--- config.mk ---
export PLATFORM = sky130hd
export DESIGN_NAME = sensor_frame_crc_decoder_core_flat
export DESIGN_NICKNAME = d
export VERILOG_FILES = /design/src/rtl/sfcd_pkg.sv /design/src/rtl/sfcd_in_if.sv /design/src/rtl/sfcd_out_if.sv /design/src/rtl/sfcd_frame.sv /design/src/rtl/sfcd_in_stage.sv /design/src/rtl/sensor_frame_crc_decoder_core.sv /design/src/flat_wrapper.sv
export SDC_FILE = /design/constraint.sdc
export NUM_CORES = 1
export LEC_CHECK = 0
export BUFFER_PORTS_ARGS = -buffer_cell sky130_fd_sc_hd__buf_2
export CORE_MARGIN = 1
export CORE_UTILIZATION = 28
export DETAILED_ROUTE_END_ITERATION = 12
export RECOVER_POWER = 50
export SLEW_MARGIN = 20
export SYNTH_ARGS = -nofsm -noshare
export SYNTH_HDL_FRONTEND = slang
export SYNTH_SLANG_ARGS = --single-unit
--- constraint.sdc ---
create_clock -name clk_i -period 6.25 [get_ports clk_i]
set_clock_uncertainty 0.05 [all_clocks]
set_input_delay 1.25 -clock clk_i [delete_from_list [all_inputs] [get_ports clk_i]]
set_output_delay 1.25 -clock clk_i [all_outputs]
set_load 0.05 [all_outputs]
--- src/rtl/sfcd_pkg.sv ---
// ----------------------------------------------------------------------------
// sfcd_pkg
// Shared types, constants and the CRC-16/MODBUS byte update for the sensor
// frame decoder.
// ----------------------------------------------------------------------------
package sfcd_pkg;

  localparam int unsigned PosW = 3;

  typedef logic [PosW-1:0] pos_t;

  // byte positions within one 8-byte response frame
  localparam pos_t POS_HDR0    = 3'd0;
  localparam pos_t POS_HDR1    = 3'd1;
  localparam pos_t POS_HUM_HI  = 3'd2;
  localparam pos_t POS_HUM_LO  = 3'd3;
  localparam pos_t POS_TMP_HI  = 3'd4;
  localparam pos_t POS_TMP_LO  = 3'd5;
  localparam pos_t POS_CRC_LO  = 3'd6;
  localparam pos_t POS_CRC_HI  = 3'd7;

  localparam logic [15:0] CrcInit = 16'hFFFF;
  localparam logic [15:0] CrcPoly = 16'hA001;

  typedef struct packed {
    logic        [15:0] humidity_tenths;
    logic signed [15:0] temperature_tenths;
    logic               crc_ok;
  } res_t;

  // reflected CRC-16, one byte, LSB first
  function automatic logic [15:0] crc16_byte(input logic [15:0] crc, input logic [7:0] b);
    logic [15:0] c;
    c = crc ^ {8'h00, b};
    for (int k = 0; k < 8; k++) begin
      if (c[0]) begin
        c = (c >> 1) ^ CrcPoly;
      end else begin
        c = c >> 1;
      end
    end
    return c;
  endfunction

endpackage

--- src/rtl/sfcd_in_if.sv ---
// ----------------------------------------------------------------------------
// sfcd_in_if
// Byte channel into the decoder: valid/ready with one response byte a beat.
// ----------------------------------------------------------------------------
interface sfcd_in_if;
  logic       valid;
  logic       ready;
  logic [7:0] rx_byte;
  logic       frame_start;

  modport source (output valid, output rx_byte, output frame_start, input ready);
  modport sink   (input valid, input rx_byte, input frame_start, output ready);
endinterface

--- src/rtl/sfcd_out_if.sv ---
// ----------------------------------------------------------------------------
// sfcd_out_if
// Result channel out of the decoder: valid/ready with one decoded frame a beat.
// ----------------------------------------------------------------------------
interface sfcd_out_if;
  logic               valid;
  logic               ready;
  logic        [15:0] humidity_tenths;
  logic signed [15:0] temperature_tenths;
  logic               crc_ok;

  modport source (output valid, output humidity_tenths, output temperature_tenths,
                  output crc_ok, input ready);
  modport sink   (input valid, input humidity_tenths, input temperature_tenths,
                  input crc_ok, output ready);
endinterface

--- src/rtl/sfcd_frame.sv ---
// ----------------------------------------------------------------------------
// sfcd_frame
// Frame state: byte position, running CRC and captured fields. Consumes one
// byte per step and forms the result when the last byte arrives.
// ----------------------------------------------------------------------------
module sfcd_frame (
  input  logic             clk_i,
  input  logic             rst_ni,
  input  logic             step_i,
  input  logic [7:0]       rx_byte_i,
  input  logic             frame_start_i,
  output logic             last_o,
  output sfcd_pkg::res_t   res_o
);
  import sfcd_pkg::*;

  pos_t        pos_q, pos_d, pos_cur;
  logic [15:0] crc_q, crc_d, crc_base;
  logic [15:0] hum_q, hum_d;
  logic [15:0] tmp_q, tmp_d;
  logic [7:0]  crc_lo_q, crc_lo_d;
  logic [15:0] mag;

  assign pos_cur  = frame_start_i ? POS_HDR0 : pos_q;
  assign crc_base = (pos_cur == POS_HDR0) ? CrcInit : crc_q;
  assign last_o   = (pos_cur == POS_CRC_HI);

  always_comb begin
    pos_d    = pos_cur + pos_t'(1);
    crc_d    = crc_q;
    hum_d    = hum_q;
    tmp_d    = tmp_q;
    crc_lo_d = crc_lo_q;
    case (pos_cur)
      POS_HDR0, POS_HDR1: begin
        crc_d = crc16_byte(crc_base, rx_byte_i);
      end
      POS_HUM_HI: begin
        crc_d = crc16_byte(crc_base, rx_byte_i);
        hum_d = {rx_byte_i, hum_q[7:0]};
      end
      POS_HUM_LO: begin
        crc_d = crc16_byte(crc_base, rx_byte_i);
        hum_d = {hum_q[15:8], rx_byte_i};
      end
      POS_TMP_HI: begin
        crc_d = crc16_byte(crc_base, rx_byte_i);
        tmp_d = {rx_byte_i, tmp_q[7:0]};
      end
      POS_TMP_LO: begin
        crc_d = crc16_byte(crc_base, rx_byte_i);
        tmp_d = {tmp_q[15:8], rx_byte_i};
      end
      POS_CRC_LO: begin
        crc_lo_d = rx_byte_i;
      end
      default: begin
      end
    endcase
  end

  // sign-magnitude to two's complement; negative zero comes out as zero
  assign mag = {1'b0, tmp_q[14:0]};

  always_comb begin
    res_o.humidity_tenths    = hum_q;
    res_o.temperature_tenths = tmp_q[15] ? signed'(16'h0000 - mag) : signed'(mag);
    res_o.crc_ok             = (crc_q == {rx_byte_i, crc_lo_q});
  end

  always_ff @(posedge clk_i or negedge rst_ni) begin
    if (!rst_ni) begin
      pos_q    <= POS_HDR0;
      crc_q    <= CrcInit;
      hum_q    <= '0;
      tmp_q    <= '0;
      crc_lo_q <= '0;
    end else if (step_i) begin
      pos_q    <= pos_d;
      crc_q    <= crc_d;
      hum_q    <= hum_d;
      tmp_q    <= tmp_d;
      crc_lo_q <= crc_lo_d;
    end
  end

  a_last_wraps: assert property (@(posedge clk_i) disable iff (!rst_ni)
    step_i && last_o |=> pos_q == POS_HDR0)
    else $error("position did not wrap after last byte");

  a_start_restarts: assert property (@(posedge clk_i) disable iff (!rst_ni)
    step_i && frame_start_i |=> pos_q == POS_HDR1)
    else $error("frame start did not restart position");

  a_hold_when_idle: assert property (@(posedge clk_i) disable iff (!rst_ni)
    !step_i |=> $stable(pos_q) && $stable(crc_q))
    else $error("frame state moved without a step");

endmodule

--- src/rtl/sfcd_in_stage.sv ---
// ----------------------------------------------------------------------------
// sfcd_in_stage
// Input register for one byte beat; holds it until the frame logic consumes it.
// ----------------------------------------------------------------------------
module sfcd_in_stage (
  input  logic       clk_i,
  input  logic       rst_ni,
  sfcd_in_if.sink    rx_i,
  input  logic       take_i,
  output logic       valid_o,
  output logic [7:0] rx_byte_o,
  output logic       frame_start_o
);
  import sfcd_pkg::*;

  logic       valid_q;
  logic [7:0] byte_q;
  logic       start_q;
  logic       load;

  assign rx_i.ready = !valid_q || take_i;
  assign load       = rx_i.valid && rx_i.ready;

  always_ff @(posedge clk_i or negedge rst_ni) begin
    if (!rst_ni) begin
      valid_q <= 1'b0;
    end else if (load) begin
      valid_q <= 1'b1;
    end else if (take_i) begin
      valid_q <= 1'b0;
    end
  end

  always_ff @(posedge clk_i) begin
    if (load) begin
      byte_q  <= rx_i.rx_byte;
      start_q <= rx_i.frame_start;
    end
  end

  assign valid_o       = valid_q;
  assign rx_byte_o     = byte_q;
  assign frame_start_o = start_q;

  a_take_needs_valid: assert property (@(posedge clk_i) disable iff (!rst_ni)
    take_i |-> valid_q)
    else $error("byte consumed from empty input register");

  a_held_beat: assert property (@(posedge clk_i) disable iff (!rst_ni)
    valid_q && !take_i |=> valid_q && $stable(byte_q) && $stable(start_q))
    else $error("pending byte lost or changed");

  a_load_sets_valid: assert property (@(posedge clk_i) disable iff (!rst_ni)
    load |=> valid_q)
    else $error("accepted beat not registered");

endmodule

--- src/rtl/sensor_frame_crc_decoder_core.sv ---
// ----------------------------------------------------------------------------
// sensor_frame_crc_decoder_core
// Sensor response frame decoder with CRC-16/MODBUS check.
//
//   channel  dir  fields                                            beats
//   rx_i     in   rx_byte[7:0], frame_start                         1 per byte
//   res_o    out  humidity_tenths[15:0], temperature_tenths[15:0],  1 per 8 bytes
//                 crc_ok
//
// One byte beat per cycle sustained while the result is not stalled. A byte
// is registered in the input register, then its CRC update and field capture
// run into the frame state; the eighth byte also loads the result register.
// Reset clears position, CRC (to 0xFFFF) and both valid flags.
// A stalled result holds the eighth byte of the next frame, which back-pressures rx_i.
// ----------------------------------------------------------------------------
module sensor_frame_crc_decoder_core (
  input  logic      clk_i,
  input  logic      rst_ni,
  sfcd_in_if.sink   rx_i,
  sfcd_out_if.source res_o
);
  import sfcd_pkg::*;

  logic       s1_valid;
  logic [7:0] s1_byte;
  logic       s1_start;
  logic       s1_last;
  logic       s1_take;
  logic       out_free;
  logic       res_load;
  res_t       res_next;
  res_t       res_q;
  logic       res_valid_q;

  sfcd_in_stage u_in_stage (
    .clk_i         (clk_i),
    .rst_ni        (rst_ni),
    .rx_i          (rx_i),
    .take_i        (s1_take),
    .valid_o       (s1_valid),
    .rx_byte_o     (s1_byte),
    .frame_start_o (s1_start)
  );

  sfcd_frame u_frame (
    .clk_i         (clk_i),
    .rst_ni        (rst_ni),
    .step_i        (s1_take),
    .rx_byte_i     (s1_byte),
    .frame_start_i (s1_start),
    .last_o        (s1_last),
    .res_o         (res_next)
  );

  assign out_free = !res_valid_q || res_o.ready;
  assign s1_take  = s1_valid && (!s1_last || out_free);
  assign res_load = s1_take && s1_last;

  always_ff @(posedge clk_i or negedge rst_ni) begin
    if (!rst_ni) begin
      res_valid_q <= 1'b0;
    end else if (res_load) begin
      res_valid_q <= 1'b1;
    end else if (res_o.ready) begin
      res_valid_q <= 1'b0;
    end
  end

  always_ff @(posedge clk_i) begin
    if (res_load) begin
      res_q <= res_next;
    end
  end

  assign res_o.valid              = res_valid_q;
  assign res_o.humidity_tenths    = res_q.humidity_tenths;
  assign res_o.temperature_tenths = res_q.temperature_tenths;
  assign res_o.crc_ok             = res_q.crc_ok;

  a_no_overwrite: assert property (@(posedge clk_i) disable iff (!rst_ni)
    res_load |-> !(res_valid_q && !res_o.ready))
    else $error("result register overwritten while stalled");

  a_load_shows: assert property (@(posedge clk_i) disable iff (!rst_ni)
    res_load |=> res_valid_q)
    else $error("loaded result not presented");

  a_result_only_on_last: assert property (@(posedge clk_i) disable iff (!rst_ni)
    $rose(res_valid_q) |-> $past(s1_take) && $past(s1_last))
    else $error("result raised without a final byte");

endmodule
--- src/flat_wrapper.sv ---
// flat-port wrapper written by rule: the top's interface ports become plain ports
module sensor_frame_crc_decoder_core_flat import sfcd_pkg::*;
  (clk_i, rst_ni, rx_i_valid, rx_i_rx_byte, rx_i_frame_start, rx_i_ready, res_o_valid, res_o_humidity_tenths, res_o_temperature_tenths, res_o_crc_ok, res_o_ready);
  sfcd_in_if rx_i_i ();
  sfcd_out_if res_o_i ();
  input  logic clk_i;
  input  logic rst_ni;
  input wire logic [$bits(rx_i_i.valid)-1:0] rx_i_valid;
  input wire logic [$bits(rx_i_i.rx_byte)-1:0] rx_i_rx_byte;
  input wire logic [$bits(rx_i_i.frame_start)-1:0] rx_i_frame_start;
  output wire logic [$bits(rx_i_i.ready)-1:0] rx_i_ready;
  output wire logic [$bits(res_o_i.valid)-1:0] res_o_valid;
  output wire logic [$bits(res_o_i.humidity_tenths)-1:0] res_o_humidity_tenths;
  output wire logic [$bits(res_o_i.temperature_tenths)-1:0] res_o_temperature_tenths;
  output wire logic [$bits(res_o_i.crc_ok)-1:0] res_o_crc_ok;
  input wire logic [$bits(res_o_i.ready)-1:0] res_o_ready;
  assign rx_i_i.valid = rx_i_valid;
  assign rx_i_i.rx_byte = rx_i_rx_byte;
  assign rx_i_i.frame_start = rx_i_frame_start;
  assign rx_i_ready = rx_i_i.ready;
  assign res_o_valid = res_o_i.valid;
  assign res_o_humidity_tenths = res_o_i.humidity_tenths;
  assign res_o_temperature_tenths = res_o_i.temperature_tenths;
  assign res_o_crc_ok = res_o_i.crc_ok;
  assign res_o_i.ready = res_o_ready;
  sensor_frame_crc_decoder_core u_core (.clk_i(clk_i), .rst_ni(rst_ni), .rx_i(rx_i_i), .res_o(res_o_i));
endmodule
==> results.sh <==
export IMPL_cts_buffer_depth=2
export IMPL_grt_pass1_wl_um=14100
export IMPL_slew_violations=62
export IMPL_cts_clk_slew_worst_paths_ns=0.07
export IMPL_synthArstFlopShare=0.592
export IMPL_whs_endpoint="u_core.res_o.humidity_tenths[10]"
export IMPL_ir_worst_vdd_mv=0.156
export IMPL_start_util=0.288
export IMPL_vias=2605
export IMPL_cp_required_ns=5.92
export IMPL_tightest_slew_ns=3.24
export IMPL_r2r_cells=8
export IMPL_dp_slack_ns=2.99
export IMPL_wl_met1_um=4100
export IMPL_worstHoldPathType="flop to flop"
export IMPL_clockRootBuffer="clkbuf_16"
export IMPL_top_layer="met4"
export IMPL_core_area_um2=15900
export IMPL_antenna_found_initial=0
export IMPL_syn_to_final_growth_pct=15.5
export IMPL_worstPathCellList="buf_2, clkbuf_1"
export IMPL_violations="max-capacitance violations, max-slew violations"
export IMPL_wl_met3_um=379
export IMPL_dp_hpwl_um=5780
export IMPL_worstHoldStart="u_core.u_frame.hum_q[10]"
export IMPL_post_drt_wl_per_cell_um=14.2
export IMPL_critPathMaxStageDelay_ns=2.25
export IMPL_finalSetupViolCount=0
export IMPL_worstSkewPairLatency_ns=0.34
export IMPL_drt_iter0_drc=98
export IMPL_firstDrtPassIters=4
export IMPL_gp_congestion=0.796
export IMPL_via_per_inst=4.32
export IMPL_hold_buffers=0
export IMPL_syn_nets=361
export IMPL_ys_warn_count=0
export IMPL_synthCells=341
export IMPL_hold_depth=0
export IMPL_end_kind="asynchronous set/reset pin"
export IMPL_rsz0062_at_grt="no"
export IMPL_drv_cap=1
export IMPL_route_met2_wl_um=3970
export IMPL_reg2reg_to="u_core.u_frame.tmp_q[5]"
export IMPL_die_w_um=130
export IMPL_grt_pass1_vias=2679
export IMPL_cts_num_sinks=103
export IMPL_ys_types=38
export IMPL_post_cts_buffers=0
export IMPL_critPathLaunchType="input pin"
export IMPL_top_level_ports=48
export IMPL_drc=0
export IMPL_syn_area_um2=4600
export IMPL_drive_gt1_frac=0.220
export IMPL_tns_ns=0
export IMPL_fin_crit_sh=0.638
export IMPL_fin_area_um2=5310
export IMPL_synthFlopType="dfrtp_1"
export IMPL_path_delay_family="buffers and inverters"
export IMPL_p_total_mw=2.22
export IMPL_finalWorstSetupSlack_ns=2.26
export IMPL_critPathSlowestCell="clkbuf_1"
export IMPL_grt_overflow_total=0
export IMPL_timing_rr_start="u_core.u_in_stage.frame_start_o"
export IMPL_ys_seq_area_frac=0.610
export IMPL_powerDensity_nw_per_um2=418
export IMPL_n_fill_cell=1596
export IMPL_hold_viol_final=0
export IMPL_grt_usage=0.112
export IMPL_cp_max_fo=61
export IMPL_critPathBufInv=2
export IMPL_post_cts_resized=0
export IMPL_max_freq_mhz=251
export IMPL_crit_type="input pin to asynchronous set/reset pin"
export IMPL_fin_nets=402
export IMPL_totalWireLength_um=8590
export IMPL_synth_compound_area_frac=0.0457
export IMPL_grt_max_degree=62
export IMPL_status="complete, but fails checks"
export IMPL_synth_avg_cell_area_um2=13.5
export IMPL_io_buffers=47
export IMPL_htreeDepth=3
export IMPL_synthMuxAreaShare=0.103
export IMPL_synth_seq_cells=103
export IMPL_drtAntennaViolNets=0
export IMPL_die_area_um2=16900
export IMPL_fin_crit_ns=3.99
export IMPL_rows=46
export IMPL_cts_made_buffers=9
export IMPL_synth_edff_count=42
export IMPL_synth_top_family_by_area="XOR/XNOR gates"
export IMPL_max_slew_margin=-1.16
export IMPL_p_leak_nw=2.16
export IMPL_dpl_instance_area_um2=5030
export IMPL_r2r_slack_ns=3.63
export IMPL_crit_arrival_ns=3.66
export IMPL_synthSimpleGateAreaFrac=0.0686
export IMPL_antenna_cells=0
export IMPL_cts_tree="yes"
export IMPL_synth_adder_area_share=0.0190
export IMPL_die_y_um=130
export IMPL_synth_xor_area_frac=0.131
==> state kept, by name, indices dropped and copies added (netlist names) <==
name and cells:
u_core.u_frame.tmp_q 16, u_core.res_o.humidity_tenths 16, u_core.u_in_stage.rx_byte_o 8, u_core.u_frame.crc_lo_q 8, u_core.res_o.temperature_tenths 16, u_core.u_frame.hum_q 16
u_core.u_in_stage.frame_start_o 1, u_core.res_o.valid 1, u_core.u_frame.crc_q 16, u_core.u_frame.pos_q 3, u_core.res_o.crc_ok 1, u_core.u_in_stage.valid_o 1
==> power breakdown <==
| group | leakage (nW) | switching (mW) | internal, mW |
|---|---|---|---|
| logic | 0.864 | 0.251 | 0.330 |
| clock network | 0.148 | 0.235 | 0.321 |
| registers | 1.14 | 0.163 | 0.921 |
| total | 2.16 | 0.648 | 1.57 |
==> how the worst max path moves through the flow <==
stage,start,to,slack [ns],cells after the start
2_1_floorplan,res_o_ready,rx_i_ready,3.11,2
3_3_place_gp,res_o_ready,rx_i_ready,2.98,4
3_5_place_dp,res_o_ready,rx_i_ready,2.99,4
4_1_cts,res_o_ready,rx_i_ready,2.97,4
5_1_grt,rst_ni,u_core.u_frame.tmp_q[12],1.56,2
6_report,rst_ni,u_core.u_frame.tmp_q[12],2.26,2
==> area by class of cell <==
cell class / count / area, µm² / area share
Clock buffer: 11 / 243 / 0.0457
Sequential cell: 103 / 2810 / 0.529
Timing Repair Buffer: 49 / 228 / 0.0429
Tap cell: 216 / 270 / 0.0509
Multi-Input combinational cell: 214 / 1690 / 0.318
Inverter: 5 / 18.8 / 0.00353
Clock inverter: 5 / 56.3 / 0.0106
==> logic make-up after synthesis <==
kind of cell	Yosys count
AOI/OAI and AO/OA	37
and+or+nand+nor	66
DFF	103
xor gates and xnor gates	62
buffers and inverters	24
adders and majority gates	7
muxes	42
==> cells in the final DEF, fill, tap and decap left out, types with 3 or more instances in the layout <==
cell | Yosys | layout
xor2_1 | 4 | 4
mux2_2 | 17 | 17
o31ai_1 | 3 | 3
nand2_1 | 29 | 29
clkbuf_1 | 11 | 17
or3_1 | 3 | 3
edfxtp_1 | 42 | 42
clkbuf_16 | 0 | 9
dfstp_2 | 16 | 16
a21oi_1 | 7 | 7
nand4_1 | 5 | 5
ha_1 | 7 | 7
xnor2_1 | 54 | 54
mux2_1 | 25 | 25
o21ai_1 | 13 | 9
o21ai_0 | 11 | 15
nand2b_1 | 5 | 5
inv_1 | 5 | 5
dfrtp_1 | 45 | 45
nor2_1 | 12 | 12
buf_2 | 4 | 32
==> cells in the mapped netlist, drive strengths merged, types with 2 or more instances <==
master  number  area, µm²
nand4        5       31.3
nand3        2       10.0
dfrtp       45       1130
a21oi        7       35.0
mux2        42        473
o21ai       24        120
xnor2       54        473
ha           7       87.6
edfxtp      42       1260
xor2         4       35.0
nor2        12       45.0
o31ai        3       22.5
and2         2       12.5
or3          3       18.8
clkbuf      12       46.3
xnor3        3       70.1
dfstp       16        420
nand2       29        109
nand2b       5       31.3
inv          5       18.8
nand3b       2       15.0
buf          7       38.8
==> metrics by stage <==
step / hold WS (ns) / utilization / std cells
after detailed placement: 0.376 / 0.316 / 587
after global routing: 0.399 / 0.333 / 603
after global placement: 0.376 / 0.316 / 587
final: 0.394 / 0.333 / 603
after floorplan: 0.368 / - / 341
after CTS: 0.392 / 0.335 / 603
==> metal layers <==
metal,GRT usage,up-vias
met5,0,-
met4,0.0431,0
met3,0.0279,11
met2,0.181,56
met1,0.143,1279
li1,-,1259
No activity file was read; power rests on OpenSTA's default activity.
